<file path="config.mk">
export PLATFORM = sky130hd
export DESIGN_NAME = lwbsc_cell
export DESIGN_NICKNAME = d
export VERILOG_FILES = /design/src/sv/lwbsc_pkg.sv /design/src/sv/lwbsc_cell.sv
export SDC_FILE = /design/constraint.sdc
export NUM_CORES = 1
export LEC_CHECK = 0
export CAP_MARGIN = 20
export CORE_UTILIZATION = 65
export DETAILED_ROUTE_END_ITERATION = 10
export DONT_BUFFER_PORTS = 1
export GPL_ROUTABILITY_DRIVEN = 0
export PLACE_DENSITY = 0.81
export SKIP_LAST_GASP = 1
export SLEW_MARGIN = 20
export SYNTH_ARGS = -nofsm -noshare
export SYNTH_HDL_FRONTEND = slang
export SYNTH_SLANG_ARGS = --single-unit
</file>
<file path="constraint.sdc">
create_clock -name aclk -period 2.49 [get_ports aclk]
set_input_delay 0.1245 -clock aclk [delete_from_list [all_inputs] [get_ports aclk]]
set_output_delay 0.1245 -clock aclk [all_outputs]
set_load 0.01 [all_outputs]
</file>
<file path="src/sv/lwbsc_pkg.sv">
`timescale 1ns / 1ps
// ----------------------------------------------------------------------------
// LRU write-back sector cache package
// Shared sizes, operation codes, controller states and cell structures.
// ----------------------------------------------------------------------------
package lwbsc_pkg;

    localparam int ENTRIES      = 64;
    localparam int SECTOR_BYTES = 512;
    localparam int MAX_RESULTS  = 64;

    localparam int SECTOR_W   = 32;
    localparam int BYTES_W    = 10;
    localparam int FUNC_W     = 2;
    localparam int SLOT_OUT_W = 6;
    localparam int SLOT_W     = $clog2(ENTRIES);
    localparam int IDX_W      = $clog2(ENTRIES);
    localparam int CNT_W      = $clog2(MAX_RESULTS + 1);

    localparam logic [FUNC_W-1:0] FUNC_READ  = 2'd0;
    localparam logic [FUNC_W-1:0] FUNC_WRITE = 2'd1;
    localparam logic [FUNC_W-1:0] FUNC_FLUSH = 2'd2;

    typedef enum logic [1:0] {
        ST_IDLE,
        ST_SCAN,
        ST_UPDATE,
        ST_FLUSH
    } ctrl_state_t;

    // Contents of one rank position of the recency chain.
    typedef struct packed {
        logic [SLOT_W-1:0]   slot;
        logic [SECTOR_W-1:0] tag;
        logic                valid;
        logic                dirty;
    } cell_entry_t;

    // Per-cell commands from the controller.
    typedef struct packed {
        logic shift;
        logic clean;
    } cell_ctrl_t;

endpackage

</file>
<file path="src/sv/lwbsc_cell.sv">
`timescale 1ns / 1ps
// ----------------------------------------------------------------------------
// LRU sector cache cell
// Holds the slot at one recency rank and compares its tag with the request.
// ----------------------------------------------------------------------------
module lwbsc_cell import lwbsc_pkg::*; (
    input  logic                aclk,
    input  logic                aresetn,
    input  cell_ctrl_t          ctrl,
    input  cell_entry_t         entry_in,
    input  logic [SLOT_W-1:0]   reset_slot,
    input  logic [SECTOR_W-1:0] lookup_sector,
    output cell_entry_t         entry_out,
    output logic                match
);

    cell_entry_t entry_reg;
    cell_entry_t entry_next;

    // Take the neighbour's entry on a shift, or drop the dirty mark on a clean.
    always_comb begin
        entry_next = entry_reg;
        if (ctrl.shift) begin
            entry_next = entry_in;
        end else if (ctrl.clean) begin
            entry_next.dirty = 1'b0;
        end
    end

    // Slot identity and marks reset; the tag is only read once valid.
    always_ff @(posedge aclk) begin
        if (!aresetn) begin
            entry_reg.slot  <= reset_slot;
            entry_reg.valid <= 1'b0;
            entry_reg.dirty <= 1'b0;
            entry_reg.tag   <= entry_next.tag;
        end else begin
            entry_reg <= entry_next;
        end
    end

    assign entry_out = entry_reg;
    assign match     = entry_reg.valid && (entry_reg.tag == lookup_sector);

endmodule

</file>
; ---- Word level (Yosys, flattened, before mapping)
; Index checks and enable logic that the tools add are counted.
[op_classes]
n_addsub = 0
multipliers = 0
div_mod_pow = 0
magnitude_cmp = 0
eq_ne = 2
shifts = 0
muxes = 4
bitwise = 0
reduce_logical = 2
[ops]
columns = op, n
row1 = 2-to-1 mux 40 bit, 1
row2 = 2-to-1 mux 39 bit, 1
row3 = == test 32 bit, 1
row4 = 2-to-1 mux 1 bit, 2
row5 = "inequality test 2 x 1 -> 1 bit, second input constant", 1
row6 = nonzero test 2 bit, 1
row7 = logical AND 1 bit, 1
[word_totals]
regBits = 40
latch_bits = 0
ramBits = 0
romBits = 0
out_inout_bits = 41
n_memories = 0

; ---- Depth between registers and ports, before layout
[logic_depth]
ltp_word = 3
depth_mapped = 4
mapped_depth_nobuf = 4

; ---- Least setup slack after synthesis
; Ideal clock, no wire load.
[synth_path]
kind = reg-to-output
start = register entry_reg (netlist bit entry_out[18])
end = output match
arrival_ns = 1.228
required_time_ns = 2.365
path_slack_ns = 1.137
stages_incl_launch_ff = 5
n_path_buf = 0
cell_sequence = edfxtp_1 -> xor2_1 -> nor4_1 -> nand4_1 -> nor3_2
[synth_between]
elab_chain_len = 2
[synth_lines]
columns = element, line_no
row1 = from (decl), lwbsc_cell.sv:17  ; cell_entry_t entry_reg;
row2 = from (signal assigned), lwbsc_cell.sv:38  ; entry_reg <= entry_next;
row3 = == test 32 bit, lwbsc_cell.sv:43  ; assign match = entry_reg.valid && (entry_reg.tag == lookup_sector);
row4 = logical AND 1 bit, lwbsc_cell.sv:43
row5 = to (decl), lwbsc_cell.sv:14  ; output logic match
; No other way between the ends.

; ---- Final worst setup path
[layout_path]
start = register entry_reg (netlist bit entry_out[25])
end = output match
; Same word-level chain as after synthesis.

==> run_results.csv <==
group,metric,value,unit
outcome,status,"finished clean",
timing,worstMarginPinSlew,0.4933,ns
timing,slew_violations,0,
global_route,antenna_found_initial,0,
detailed_routing,vias_per_cell,6.667,
die,coreArea,0.002318,mm^2
timing,slew-limit-headroom,66.81,%
detailed_routing,wire_per_inst,27.85,um
clock_network,clkSinkCount,40,
setup_path,crit_path_cell_trace,"xor2_1, nor4_1, nand4_1, nor3_2",
global_route,grt_max_degree,37,
setup_path,startpoint_type,"flop",
die,die_x,52.68,um
setup_path,slowest_stage,"edfxtp_1",
timing,final.setup_skew,0,ns
timing,setup_viol,0,
logic_synthesis,yosysTopAreaCellShare,68.37,%
final_layout,drive_above_1_share,6.452,%
final_layout,largest_register_ffs,40,
clock_network,clockBufferDepth,2,
die,die-area,0.002775,mm^2
logic_synthesis,yosys.area.top_type,"edfxtp_1",
setup_path,crit_required,2.37,ns
timing,timing.hold.ws,0.02188,ns
timing,setup_tns,0,ns
detailed_routing,routed_wl,5097,um
die,std_cell_rows,17,
detailed_routing,drt_first_pass_iters,5,
clock_network,clock_latency,0.35,ns
setup_path,worst_path_largest_cell_delay,0.49,ns
global_route,grt_overflow,0,
detailed_routing,drt_iter0_markers,85,
timing,period_minus_slack,2.261,ns
setup_path,cp_data_arrival_time,2.14,ns
global_route,met3_usage,11.01,%
clock_network,clkTransAtPathRegs,0.13,ns
setup_path,worstPathMaxFanout,2,
run,maxCapViolations,0,
power_and_ir_drop,p_per_area,665.4,mW/mm^2
setup_path,cp-end-kind,"output pin",
final_layout,layout.cells.most_common_list,"38 x edfxtp_1, 38 x dlygate4sd3_1, 31 x xor2_1",
clock_network,numCtsBuffers,5,
logic_synthesis,yosysUniqueCellTypes,18,
clock_network,cts-root-buf,"clkbuf_4",
setup_path,critPathBufInv,0,
logic_synthesis,synth_area_leaders,"edfxtp_1 68%, xor2_1 16%, nor4_1 2.6%",
place,numPortBuffers,0,
timing,rsz0062_at_grt,"false",
die,ios,123,
clock_network,ctsHoldBuffers,36,
global_route,grt_pass1_vias,1146,
global_route,grt_pass1_wl,5906,um
timing,finalWorstSetupSlack,0.2289,ns
power_and_ir_drop,peakVddDrop,0.0005953,V
detailed_routing,ant_nets,0,
hold_path,hp-class,"in2reg",
die,die_y,52.68,um
global_route,grt_use_met1,30.08,%
global_route,grt_busiest_layer,"met2",
place,pre_cts_ws,0.8755,ns
global_route,grt_use_total,33.56,%
final_layout,diodes,0,
detailed_routing,drcViolationCount,0,
final_layout,synthToLayoutAreaGrowth,30.36,%
logic_synthesis,yosysWarnings,0,
final_layout,layout.nets,236,
setup_path,crit_family,"simple AND/OR/NAND/NOR gates",
final_layout,final_area,0.002176,mm^2
detailed_routing,vias,1220,
logic_synthesis,synth_area_per_cell,15.17,um^2
setup_path,critPathKind,"reg2out",
die,initial_core_util,71.99,%
clock_network,cts_tree,"done",
timing,fin_crit_sh,90.81,%
clock_network,h-tree-depth,2,
power_and_ir_drop,p_leak,0.8047,nW
place,dp.final_hpwl,2159,um
final_layout,fill_cells,58,
clock_network,cts-resized-gates,0,
logic_synthesis,synth.cell_area,0.001669,mm^2
timing,hold_viol,0,
logic_synthesis,yosysSeqAreaShare,70.76,%
logic_synthesis,synth-seq-cells,40,
logic_synthesis,syn_nets,192,
logic_synthesis,synth_cells,110,
place,dpl_cell_area,0.001695,mm^2
timing,fmax,0.4423,GHz
clock_network,post_cts_buffers,0,
global_route,gr-usage-met2,65.61,%
[layout make-up]
class,count,area [um^2],area share [%]
Clock inverter,3,42.54,1.955
Inverter,6,22.52,1.035
Clock buffer,5,37.54,1.725
Sequential cell,40,1181,54.28
Tap cell,28,35.03,1.610
Multi-Input combinational cell,62,456.7,20.99
Timing Repair Buffer,39,400.4,18.40
[cells in the mapped netlist]
| cell type | count |
|---|---|
| buf_2 | 1 |
| nor3_2 | 1 |
| inv_1 | 6 |
| nand3_1 | 8 |
| o21ai_0 | 6 |
| nand4_1 | 1 |
| edfxtp_1 | 38 |
| nor2b_1 | 2 |
| a21oi_1 | 1 |
| xor2_1 | 31 |
| mux2i_1 | 1 |
| dfxtp_1 | 2 |
| nor3_1 | 1 |
| nor3b_1 | 1 |
| xnor2_1 | 1 |
| clkbuf_1 | 1 |
| nor4_1 | 7 |
| nand2b_1 | 1 |
[final timing paths]
kind,startpoint,end,slack [ns],depth (start not counted)
max,entry_out[25],match,0.23,4
min,aresetn,entry_out[38],0.02,1
max reg2reg,entry_out[1],entry_out[1],1.13,3
min reg2reg,entry_out[0],entry_out[0],0.76,3
[cell families (layout without fill, tap and decap cells)]
group | after synthesis | count (layout) | synth area share [%]
xor gates and xnor gates | 32 | 32 | 16.79
buffers and inverters | 8 | 53 | 1.873
DFF | 40 | 40 | 70.76
muxes | 1 | 1 | 0.5997
AOI/OAI and AO/OA | 7 | 7 | 2.099
and+or+nand+nor | 22 | 22 | 7.871
[worst reg2reg max path, delay by kind of cell, from the launching register on]
kind / cells / cell delay (ns)
buffers and inverters: 1 / 0.60
DFF: 1 / 0.43
muxes: 1 / 0.12
and+or+nand+nor: 1 / 0.15
[metrics by stage]
step	util (%)	power, mW	std cells
2_1_floorplan	-	0.9310	110
3_3_place_gp	73.12	0.9412	136
3_5_place_dp	73.12	0.9465	136
4_1_cts	92.55	1.406	180
5_1_grt	93.85	1.497	183
6_report	93.85	1.448	183
[report_power, final]
part / leakage (nW) / switching (mW) / internal (mW)
Sequential: 0.392 / 0.0713 / 0.801
Combinational: 0.371 / 0.0645 / 0.0793
Clock: 0.0412 / 0.223 / 0.209
[per-layer routing]
layer | share of wire (%) | vias to the layer above
li1 | - | 484
met4 | 4.7 | 0
met5 | 0 | -
met2 | 53 | 159
met1 | 28 | 559
met3 | 14 | 18
(Power assumes the default switching activity.)
